### config.mk
export PLATFORM = sky130hd
export DESIGN_NAME = sliding_window_lane_tracker_core
export DESIGN_NICKNAME = d
export VERILOG_FILES = /design/src/hdl/swlt_pkg.sv /design/src/hdl/sliding_window_lane_tracker_core.sv
export SDC_FILE = /design/constraint.sdc
export NUM_CORES = 1
export LEC_CHECK = 0
export ABC_AREA = 1
export BUFFER_PORTS_ARGS = -buffer_cell sky130_fd_sc_hd__clkbuf_2
export CAP_MARGIN = 20
export CORE_ASPECT_RATIO = 2
export CORE_MARGIN = 2
export CORE_UTILIZATION = 50
export CTS_CLUSTER_SIZE = 28
export DETAILED_ROUTE_END_ITERATION = 10
export HOLD_SLACK_MARGIN = 0.03
export MAX_ROUTING_LAYER = met4
export PLACE_DENSITY = 0.69
export SETUP_SLACK_MARGIN = 0.4
export SLEW_MARGIN = 5
export SYNTH_ARGS = -nofsm -noshare
export SYNTH_HDL_FRONTEND = slang
export SYNTH_SLANG_ARGS = --single-unit
### constraint.sdc
create_clock -name clk -period 15.4 [get_ports clk]
set_clock_uncertainty 0.15 [all_clocks]
set_input_delay 4.62 -clock clk [delete_from_list [all_inputs] [get_ports clk]]
set_output_delay 4.62 -clock clk [all_outputs]
set_load 0.01 [all_outputs]
### src/hdl/swlt_pkg.sv
// ----------------------------------------------------------------------------
// swlt_pkg
// Shared widths, register indexes, reset values and helpers for the sliding
// window lane tracker.
// ----------------------------------------------------------------------------
package swlt_pkg;

  // Field and state widths
  localparam int XW      = 10;  // pixel column
  localparam int CW      = 11;  // lane center, 0 .. image width
  localparam int CNTW    = 18;  // set pixel count per side
  localparam int SUMW    = 28;  // column sum per side
  localparam int WINW    = 6;   // window number
  localparam int ROWW    = 8;   // row within a window
  localparam int SW      = 13;  // signed range arithmetic
  localparam int CFG_AW  = 3;
  localparam int CFG_DW  = 10;

  // Configuration register indexes
  localparam logic [CFG_AW-1:0] REG_WINDOW_HEIGHT = 3'd0;
  localparam logic [CFG_AW-1:0] REG_MIN_PIXELS    = 3'd1;
  localparam logic [CFG_AW-1:0] REG_MARGIN        = 3'd2;
  localparam logic [CFG_AW-1:0] REG_DRIFT         = 3'd3;
  localparam logic [CFG_AW-1:0] REG_SPLIT_COLUMN  = 3'd4;

  // Configuration reset values
  localparam logic [7:0] WINDOW_HEIGHT_RST = 8'd26;
  localparam logic [7:0] MIN_PIXELS_RST    = 8'd3;
  localparam logic [8:0] MARGIN_RST        = 9'd50;
  localparam logic [5:0] DRIFT_RST         = 6'd12;
  localparam logic [9:0] SPLIT_COLUMN_RST  = 10'd384;

  // Search range of one side, half open [lo, hi)
  typedef struct packed {
    logic [CW-1:0] lo;
    logic [CW-1:0] hi;
  } range_t;

  // Clamp a signed value to [0, w]
  function automatic logic [CW-1:0] clamp_w(input logic signed [SW-1:0] v,
                                            input logic [CW-1:0] w);
    logic [CW-1:0] r;
    if (v < 0) begin
      r = '0;
    end else if (v > $signed({2'b00, w})) begin
      r = w;
    end else begin
      r = v[CW-1:0];
    end
    return r;
  endfunction

endpackage

### src/hdl/sliding_window_lane_tracker_core.sv
// ----------------------------------------------------------------------------
// sliding_window_lane_tracker_core
// Streams a binary image, bottom row first, and reports one left and right
// lane point per stacked search window.
// ----------------------------------------------------------------------------
// Usage:
//   Input beats on s_* carry one pixel each: its value and column in tdata,
//   the row end mark in tlast and the frame start mark in tuser. One output
//   beat on m_* is produced at the end of each search window; tlast marks the
//   final window of the frame. Registers are written through cfg_we, cfg_addr
//   and cfg_data while the block is idle.
//   Timing: a pixel is taken in the idle state and worked in the next cycle,
//   in the pixel state, so the next pixel is taken only once it is worked.
//   A pixel that closes a window passes through the pixel step, then runs
//   the shared restoring divider for the left and then the right side, 28
//   steps plus a finishing step each, and a last step builds the result once
//   the output register is free. s_tready is low meanwhile.
//   The result sits in an output register, so new pixels are taken while it
//   waits; only the next window close waits for the receiver to drain it.
//   Reset clears all counters, tracking, centers and the output valid, and
//   loads the register defaults. Frame start clears tracking and counters;
//   after the last window, pixels are dropped until the next frame start.
// ----------------------------------------------------------------------------
module sliding_window_lane_tracker_core
  import swlt_pkg::*;
#(
  parameter int NUM_WINDOWS = 18,
  parameter int IMG_WIDTH   = 768,
  parameter int IMG_HEIGHT  = 480
) (
  input  logic              clk,
  input  logic              rst,
  // Pixel stream
  input  logic              s_tvalid,
  output logic              s_tready,
  input  logic [15:0]       s_tdata,   // [0] pixel_on, [10:1] x_pos, zero pad
  input  logic              s_tlast,   // row_end
  input  logic              s_tuser,   // frame_start
  // Window results
  output logic              m_tvalid,
  input  logic              m_tready,
  output logic [39:0]       m_tdata,   // [5:0] window_index, [15:6] center_row,
                                       // [16] left_found, [26:17] left_x,
                                       // [27] right_found, [37:28] right_x, pad
  output logic              m_tlast,   // last_window
  // Configuration writes
  input  logic              cfg_we,
  input  logic [CFG_AW-1:0] cfg_addr,
  input  logic [CFG_DW-1:0] cfg_data
);

  localparam logic [2:0] ST_IDLE = 3'd0;
  localparam logic [2:0] ST_PIX  = 3'd1;
  localparam logic [2:0] ST_DIV  = 3'd2;
  localparam logic [2:0] ST_SIDE = 3'd3;
  localparam logic [2:0] ST_FIN  = 3'd4;

  localparam logic [CW-1:0]        ImgW     = CW'(IMG_WIDTH);
  localparam logic [WINW:0]        NumWin   = (WINW+1)'(NUM_WINDOWS);
  localparam logic signed [17:0]   TwoH     = 18'(2 * IMG_HEIGHT);
  localparam logic [4:0]           DivLast  = 5'(SUMW - 1);

  // Configuration registers
  logic [7:0] window_height;
  logic [7:0] min_pixels;
  logic [8:0] margin;
  logic [5:0] drift;
  logic [9:0] split_column;

  // Tracking state
  logic [2:0]      state;
  logic [ROWW-1:0] row_in_window;
  logic [WINW-1:0] window_count;
  logic [CW-1:0]   left_center;
  logic [CW-1:0]   right_center;
  logic            left_tracking;
  logic            right_tracking;
  logic [CNTW-1:0] left_count;
  logic [SUMW-1:0] left_sum;
  logic [CNTW-1:0] right_count;
  logic [SUMW-1:0] right_sum;
  logic            frame_done;

  // Captured pixel
  logic            in_pix;
  logic [XW-1:0]   in_x;
  logic            in_row_end;

  // Ranges held for the window close
  range_t          left_rng;
  range_t          right_rng;

  // Shared divider
  logic [SUMW-1:0] div_quo;
  logic [CNTW:0]   div_rem;
  logic [4:0]      div_cnt;
  logic            div_side;

  // Per-side results of the current window
  logic            res_lf;
  logic [XW-1:0]   res_lx;
  logic            res_rf;
  logic [XW-1:0]   res_rx;

  // Output register
  logic            out_valid;
  logic [39:0]     out_data;
  logic            out_last;

  logic            s_fire;
  assign s_fire   = s_tvalid && s_tready;
  assign s_tready = (state == ST_IDLE);

  // Current search ranges of both sides
  logic            lt_en;
  logic            rt_en;
  range_t          l_rng_c;
  range_t          r_rng_c;
  logic signed [SW-1:0] split_s;

  always_comb begin
    lt_en   = (window_count != '0) && left_tracking;
    rt_en   = (window_count != '0) && right_tracking;
    split_s = $signed({3'b000, split_column});
    if (lt_en) begin
      l_rng_c.lo = clamp_w($signed({2'b00, left_center}) - $signed({4'b0000, margin}), ImgW);
      l_rng_c.hi = clamp_w($signed({2'b00, left_center}) + $signed({4'b0000, margin}), ImgW);
    end else begin
      l_rng_c.lo = '0;
      l_rng_c.hi = clamp_w(split_s - 13'sd1, ImgW);
    end
    if (rt_en) begin
      r_rng_c.lo = clamp_w($signed({2'b00, right_center}) - $signed({4'b0000, margin}), ImgW);
      r_rng_c.hi = clamp_w($signed({2'b00, right_center}) + $signed({4'b0000, margin}), ImgW);
    end else begin
      r_rng_c.lo = clamp_w(split_s, ImgW);
      r_rng_c.hi = ImgW;
    end
  end

  // Pixel hits and row bookkeeping
  logic            l_hit;
  logic            r_hit;
  logic [ROWW-1:0] row_inc;
  logic [7:0]      h_eff;

  always_comb begin
    l_hit   = in_pix && ({1'b0, in_x} >= l_rng_c.lo) && ({1'b0, in_x} < l_rng_c.hi);
    r_hit   = in_pix && ({1'b0, in_x} >= r_rng_c.lo) && ({1'b0, in_x} < r_rng_c.hi);
    row_inc = row_in_window + 1'b1;
    h_eff   = (window_height == '0) ? 8'd1 : window_height;
  end

  // Divider step: shift in the next dividend bit, subtract when it fits
  logic [CNTW-1:0] div_den;
  logic [CNTW:0]   rem_sh;
  logic            rem_ge;

  always_comb begin
    div_den = div_side ? right_count : left_count;
    rem_sh  = {div_rem[CNTW-1:0], div_quo[SUMW-1]};
    rem_ge  = rem_sh >= {1'b0, div_den};
  end

  // Finish one side: mean or range middle if found, else the old center; drift
  range_t          s_rng;
  logic            s_found;
  logic            s_inside;
  logic [CW:0]     s_mid;
  logic [CW-1:0]   s_mean;
  logic [CW-1:0]   s_base;
  logic [CW:0]     l_add;
  logic [CW-1:0]   l_new;
  logic [CW-1:0]   r_new;

  always_comb begin
    s_rng    = div_side ? right_rng : left_rng;
    s_found  = div_den > {10'b0, min_pixels};
    s_inside = ({17'b0, s_rng.lo} < div_quo) && (div_quo < {17'b0, s_rng.hi});
    s_mid    = ({1'b0, s_rng.lo} + {1'b0, s_rng.hi}) >> 1;
    s_mean   = s_inside ? div_quo[CW-1:0] : s_mid[CW-1:0];
    s_base   = s_found ? s_mean : (div_side ? right_center : left_center);
    l_add    = {1'b0, s_base} + {6'b0, drift};
    l_new    = (l_add > {1'b0, ImgW}) ? ImgW : l_add[CW-1:0];
    r_new    = (s_base < {5'b0, drift}) ? '0 : (s_base - {5'b0, drift});
  end

  // Center row of the window: 2H - (2i+1)h, halved, zero when negative
  logic [14:0]        row_prod;
  logic signed [17:0] row_sum;
  logic [XW-1:0]      center_row;
  logic               last_win;

  always_comb begin
    row_prod   = {8'b0, window_count, 1'b1} * {7'b0, h_eff};
    row_sum    = TwoH - $signed({3'b000, row_prod});
    center_row = (row_sum < 0) ? '0 : row_sum[XW:1];
    last_win   = ({1'b0, window_count} + 1'b1) >= NumWin;
  end

  // Configuration writes
  always_ff @(posedge clk) begin
    if (rst) begin
      window_height <= WINDOW_HEIGHT_RST;
      min_pixels    <= MIN_PIXELS_RST;
      margin        <= MARGIN_RST;
      drift         <= DRIFT_RST;
      split_column  <= SPLIT_COLUMN_RST;
    end else if (cfg_we) begin
      unique case (cfg_addr)
        REG_WINDOW_HEIGHT: window_height <= cfg_data[7:0];
        REG_MIN_PIXELS:    min_pixels    <= cfg_data[7:0];
        REG_MARGIN:        margin        <= cfg_data[8:0];
        REG_DRIFT:         drift         <= cfg_data[5:0];
        REG_SPLIT_COLUMN:  split_column  <= cfg_data;
        default: ;
      endcase
    end
  end

  // Captured pixel payload
  always_ff @(posedge clk) begin
    if (s_fire) begin
      in_pix     <= s_tdata[0];
      in_x       <= s_tdata[XW:1];
      in_row_end <= s_tlast;
    end
  end

  // Sequencer, accumulators and shared divider
  always_ff @(posedge clk) begin
    if (rst) begin
      state          <= ST_IDLE;
      row_in_window  <= '0;
      window_count   <= '0;
      left_center    <= '0;
      right_center   <= '0;
      left_tracking  <= 1'b0;
      right_tracking <= 1'b0;
      left_count     <= '0;
      left_sum       <= '0;
      right_count    <= '0;
      right_sum      <= '0;
      frame_done     <= 1'b0;
      div_cnt        <= '0;
      div_side       <= 1'b0;
      out_valid      <= 1'b0;
    end else begin
      if (out_valid && m_tready && (state != ST_FIN)) begin
        out_valid <= 1'b0;
      end
      unique case (state)
        ST_IDLE: begin
          if (s_fire) begin
            state <= ST_PIX;
            if (s_tuser) begin
              left_tracking  <= 1'b0;
              right_tracking <= 1'b0;
              row_in_window  <= '0;
              window_count   <= '0;
              left_count     <= '0;
              left_sum       <= '0;
              right_count    <= '0;
              right_sum      <= '0;
              frame_done     <= 1'b0;
            end
          end
        end
        ST_PIX: begin
          left_rng  <= l_rng_c;
          right_rng <= r_rng_c;
          state     <= ST_IDLE;
          if (!frame_done) begin
            if (l_hit) begin
              left_count <= left_count + 1'b1;
              left_sum   <= left_sum + SUMW'(in_x);
            end
            if (r_hit) begin
              right_count <= right_count + 1'b1;
              right_sum   <= right_sum + SUMW'(in_x);
            end
            if (in_row_end) begin
              row_in_window <= row_inc;
              if (row_inc >= h_eff) begin
                // Window closes: divide the left side first
                div_quo  <= l_hit ? (left_sum + SUMW'(in_x)) : left_sum;
                div_rem  <= '0;
                div_cnt  <= '0;
                div_side <= 1'b0;
                state    <= ST_DIV;
              end
            end
          end
        end
        ST_DIV: begin
          div_rem <= rem_ge ? (rem_sh - {1'b0, div_den}) : rem_sh;
          div_quo <= {div_quo[SUMW-2:0], rem_ge};
          div_cnt <= div_cnt + 1'b1;
          if (div_cnt == DivLast) begin
            state <= ST_SIDE;
          end
        end
        ST_SIDE: begin
          if (!div_side) begin
            res_lf      <= s_found;
            res_lx      <= s_found ? s_mean[XW-1:0] : '0;
            left_center <= l_new;
            if (s_found) begin
              left_tracking <= 1'b1;
            end
            // Then the right side
            div_quo  <= right_sum;
            div_rem  <= '0;
            div_cnt  <= '0;
            div_side <= 1'b1;
            state    <= ST_DIV;
          end else begin
            res_rf       <= s_found;
            res_rx       <= s_found ? s_mean[XW-1:0] : '0;
            right_center <= r_new;
            if (s_found) begin
              right_tracking <= 1'b1;
            end
            state <= ST_FIN;
          end
        end
        ST_FIN: begin
          // Wait until the output register is free
          if (!out_valid || m_tready) begin
            out_valid     <= 1'b1;
            out_data      <= {2'b00, res_rx, res_rf, res_lx, res_lf, center_row,
                              window_count};
            out_last      <= last_win;
            left_count    <= '0;
            left_sum      <= '0;
            right_count   <= '0;
            right_sum     <= '0;
            row_in_window <= '0;
            window_count  <= window_count + 1'b1;
            if (last_win) begin
              frame_done <= 1'b1;
            end
            state <= ST_IDLE;
          end
        end
        default: state <= ST_IDLE;
      endcase
    end
  end

  assign m_tvalid = out_valid;
  assign m_tdata  = out_data;
  assign m_tlast  = out_last;

  // Checks
  a_one_pixel_at_a_time: assert property (@(posedge clk) disable iff (rst)
    s_fire |=> !s_tready)
    else $error("pixel accepted while the previous one is still being worked");

  a_centers_in_image: assert property (@(posedge clk) disable iff (rst)
    (left_center <= ImgW) && (right_center <= ImgW))
    else $error("lane center outside the image");

  a_fin_waits_on_stall: assert property (@(posedge clk) disable iff (rst)
    (state == ST_FIN) && out_valid && !m_tready |=> (state == ST_FIN) && out_valid)
    else $error("pending result overwritten while the receiver stalls");

  a_div_steps: assert property (@(posedge clk) disable iff (rst)
    (state == ST_SIDE) |-> (div_cnt == 5'(SUMW)))
    else $error("side finished without a full division");

endmodule

==> out/results.tsv <==
stage	metric	value	unit
clocking	cts_root_buf	clkbuf_16	
setup_path	crit_type	input pin to flop	
power	power	0.00233	W
logic_synthesis	yosysUniqueCellTypes	61	
setup_path	path_depth	12	
floorplanning	core_area	49900	um^2
global_routing	grt.overflow.total	0	
drt	vias_per_cell	5.53	
setup_path	path_max_fanout	64	
min_path	hold_path.class	flop to flop	
logic_synthesis	synthCells	3394	
setup_path	r2r_cells	28	
clocking	ctsHtreeMaxLevel	2	
clocking	clock-sinks	345	
placed_design	hpwlAfterDp	59000	um
setup_path	path_common_cell	nand2_1	
global_routing	grt_pass1_vias	22440	
placed_design	io_buffer_count	71	
floorplanning	die_x	163	um
setup_path	critical_path.top_delay_family	simple AND/OR/NAND/NOR gates	
logic_synthesis	async_flop_share	0	%
setup_path	cpMaxStageDelayCell	buf_4	
clocking	numCtsBuffers	35	
drt	firstDrtPassIters	5	
power	switchingPower	0.000719	W
logic_synthesis	synth_area_leaders	edfxtp_1 (19%), dfxtp_1 (14%), ha_1 (11%)	
timing	fin_tns_setup	0	ps
setup_path	required	15740	ps
clocking	ctsResizeCount	0	
setup_path	crit_path_start	m_tready	
setup_path	critPathCapture	right_sum[14]$_SDFFE_PP0P_	
cells_and_area	area.growth.synth_to_final	8.21	%
clocking	clk_latency	570	ps
cells_and_area	final_util	54.6	%
timing	tightestPinTransition	1030	ps
logic_synthesis	seq_area_frac_synth	33.9	%
floorplanning	start_util	50.4	%
placed_design	pre_cts_slack	7820	ps
run_status	status	completed	
global_routing	grt_max_degree	80	
power	clock_power_share	39.3	%
global_routing	grt_util_all_layers	30.3	%
setup_path	crit_buf_inv	3	
power	leakage	12.1	nW
setup_path	worstPathCellList	clkbuf_2, nor2_1, nand2_1, nand2_1, inv_1, nand3_1, a21oi_4, buf_4, nand2_2, nor2_4, nand2_1, nand2_1	
clocking	clkSlewWorstSetupHoldPaths	70	ps
placed_design	gp_congestion	1.01	
logic_synthesis	synth-seq-cells	345	
timing	setup_ws	8380	ps
timing	max_freq	142	MHz
setup_path	worstSetupEndpointType	flop	
setup_path	reg2reg_slack	8670	ps
clocking	cts_hold_buf	0	
logic_synthesis	yosysTopAreaCell	edfxtp_1	
global_routing	grt_pass1_wl	119000	um
setup_path	rr_startpoint	margin[1]$_SDFFE_PP1P_	
power	ir_drop	88.6	uV
drt	drtAntennaViolNets	0	
power	power_frac_comb	17.3	%
job	max_cap_violations	0	
timing	finalCriticalPeriod	7020	ps
timing	hold_viol	0	
floorplanning	chipHeight	321	um
power	intPower	0.00161	W
setup_path	cp-start-kind	input pin	
timing	slew_viol_final	0	
timing	rsz0062_at_grt	no	
cells_and_area	drive_gt1_share	6.69	%
timing	setup_violations	0	
power	power.share.sequential	43.4	%
drt	drt_iter0_drc	1157	
timing	period_share	45.6	%
setup_path	timing.rr.end	left_count[12]$_SDFFE_PP0P_	
power	cellPowerDensity	85.5	nW/um^2
drt	wl	77000	um
clocking	post_cts_buffers	0	
global_routing	antenna_found_initial	2	
cells_and_area	layout.nets	3708	
power	p_sw_share	30.9	%
clocking	cts_buffer_depth	3	
clocking	cts_tree	done	
drt	wl_per_cell	18.8	um
floorplanning	die_area	52300	um^2
drt	vias	22600	
logic_synthesis	avgSynthCellArea	7.42	um^2
setup_path	critical_path_arrival	7360	ps
cells_and_area	layout_common_cells	nand2_1 (725), inv_1 (513), nor2_1 (287)	
floorplanning	num_io_pins	79	
logic_synthesis	synth_ff_type	dfxtp_1	
logic_synthesis	yosys.area.top_type_share	19.4	%
cells_and_area	layout_commonest_cell	nand2_1	
timing	relSlewSlack	30.8	%
floorplanning	rows	116	
drt	drc	0	
logic_synthesis	synth-edff-count	163	
setup_path	max_stage_delay	570	ps
logic_synthesis	syn_area	25200	um^2
logic_synthesis	ys_warn_count	0	
[logic make-up (layout without fill, tap and decap cells)]
family | after synthesis | in the layout | synth area share [%]
xor gates and xnor gates | 117 | 117 | 4.07
AOI/OAI and AO/OA | 581 | 581 | 13.1
muxes | 1 | 1 | 0.0398
buffers and inverters | 645 | 683 | 10.1
DFF | 345 | 345 | 33.9
other | 1 | 8 | 0.0149
adders and majority gates | 262 | 262 | 14.2
and+or+nand+nor | 1442 | 1442 | 24.6
[flip-flops by register name, summed over array words and instances (netlist names), 8 cells and up]
signal         cells
left_sum          28
m_tdata           38
window_height      8
left_count        18
in_x              10
right_sum         28
left_rng          22
margin             9
left_center       11
res_rx            10
res_lx            10
right_rng         22
right_center      11
div_quo           28
div_rem           18
min_pixels         8
right_count       18
split_column      10
row_in_window      8
[per-layer routing]
| layer | vias up | track usage [%] | wire length, um |
|---|---|---|---|
| met3 | 303 | 2.84 | 2620 |
| met5 | - | - | 0 |
| met2 | 589 | 56.5 | 41100 |
| met4 | 0 | 23.7 | 7160 |
| li1 | 11199 | - | - |
| met1 | 10509 | 27.8 | 26100 |
[Yosys cell counts (15+ instances only)]
| master | instances |
|---|---|
| buf_2 | 17 |
| xnor2_1 | 27 |
| nor4_1 | 15 |
| clkbuf_1 | 74 |
| o21ai_0 | 173 |
| o211ai_1 | 49 |
| inv_1 | 512 |
| nand2_1 | 725 |
| nor3_1 | 46 |
| edfxtp_1 | 163 |
| or2_2 | 18 |
| fa_1 | 41 |
| nand2_2 | 18 |
| nand3_1 | 242 |
| o21bai_1 | 15 |
| nand3b_1 | 16 |
| a21oi_1 | 257 |
| dfxtp_1 | 182 |
| nor2_1 | 292 |
| ha_1 | 221 |
| nand4_1 | 43 |
| xor2_1 | 90 |
[final cells by class]
cell class	count	area [um^2]
clock buffer	43	1000
sequential	345	8540
fill	4987	22700
tap	649	812
clock inverter	21	194
timing repair buffer	89	526
multi-input combinational	2409	14200
antenna	2	5.00
inverter	530	1990
[worst register-to-register path, delay by kind of cell (launching register included)]
kind | cells | cell delay, ps
simple gates | 14 | 2330
flops | 1 | 540
buf+inv | 4 | 910
fa+ha+maj | 2 | 620
xor+xnor | 1 | 600
compound gates | 7 | 1490
[stage by stage]
step           hold WS [ps]  area (um^2)  instances
5_1_grt                 262        27200       4088
6_report                259        27200       4088
3_3_place_gp            250        26000       4020
2_1_floorplan           250        25200       3399
3_5_place_dp            255        26000       4020
4_1_cts                 259        27200       4084
[worst min-delay path by stage]
stage | endpoint | from | cells after the start
floorplan | m_tdata[16]$_DFFE_PP_ | res_lf$_DFFE_PP_ | 0
global route | m_tdata[29]$_DFFE_PP_ | res_rx[1]$_DFFE_PP_ | 0
CTS | m_tdata[31]$_DFFE_PP_ | res_rx[3]$_DFFE_PP_ | 0
detailed placement | m_tdata[37]$_DFFE_PP_ | res_rx[9]$_DFFE_PP_ | 0
global placement | m_tdata[36]$_DFFE_PP_ | res_rx[8]$_DFFE_PP_ | 0
finish | m_tdata[31]$_DFFE_PP_ | res_rx[3]$_DFFE_PP_ | 0
[power groups by stage]
stage / Combinational, W / Sequential (W) / Clock [W]
2_1_floorplan: 0.000289 / 0.00102 / 0
3_3_place_gp: 0.000391 / 0.00103 / 0
3_5_place_dp: 0.000393 / 0.00103 / 0
4_1_cts: 0.000398 / 0.00101 / 0.000924
5_1_grt: 0.000447 / 0.00101 / 0.000953
6_report: 0.000403 / 0.00101 / 0.000915
No activity file was read; power rests on OpenSTA's default activity.
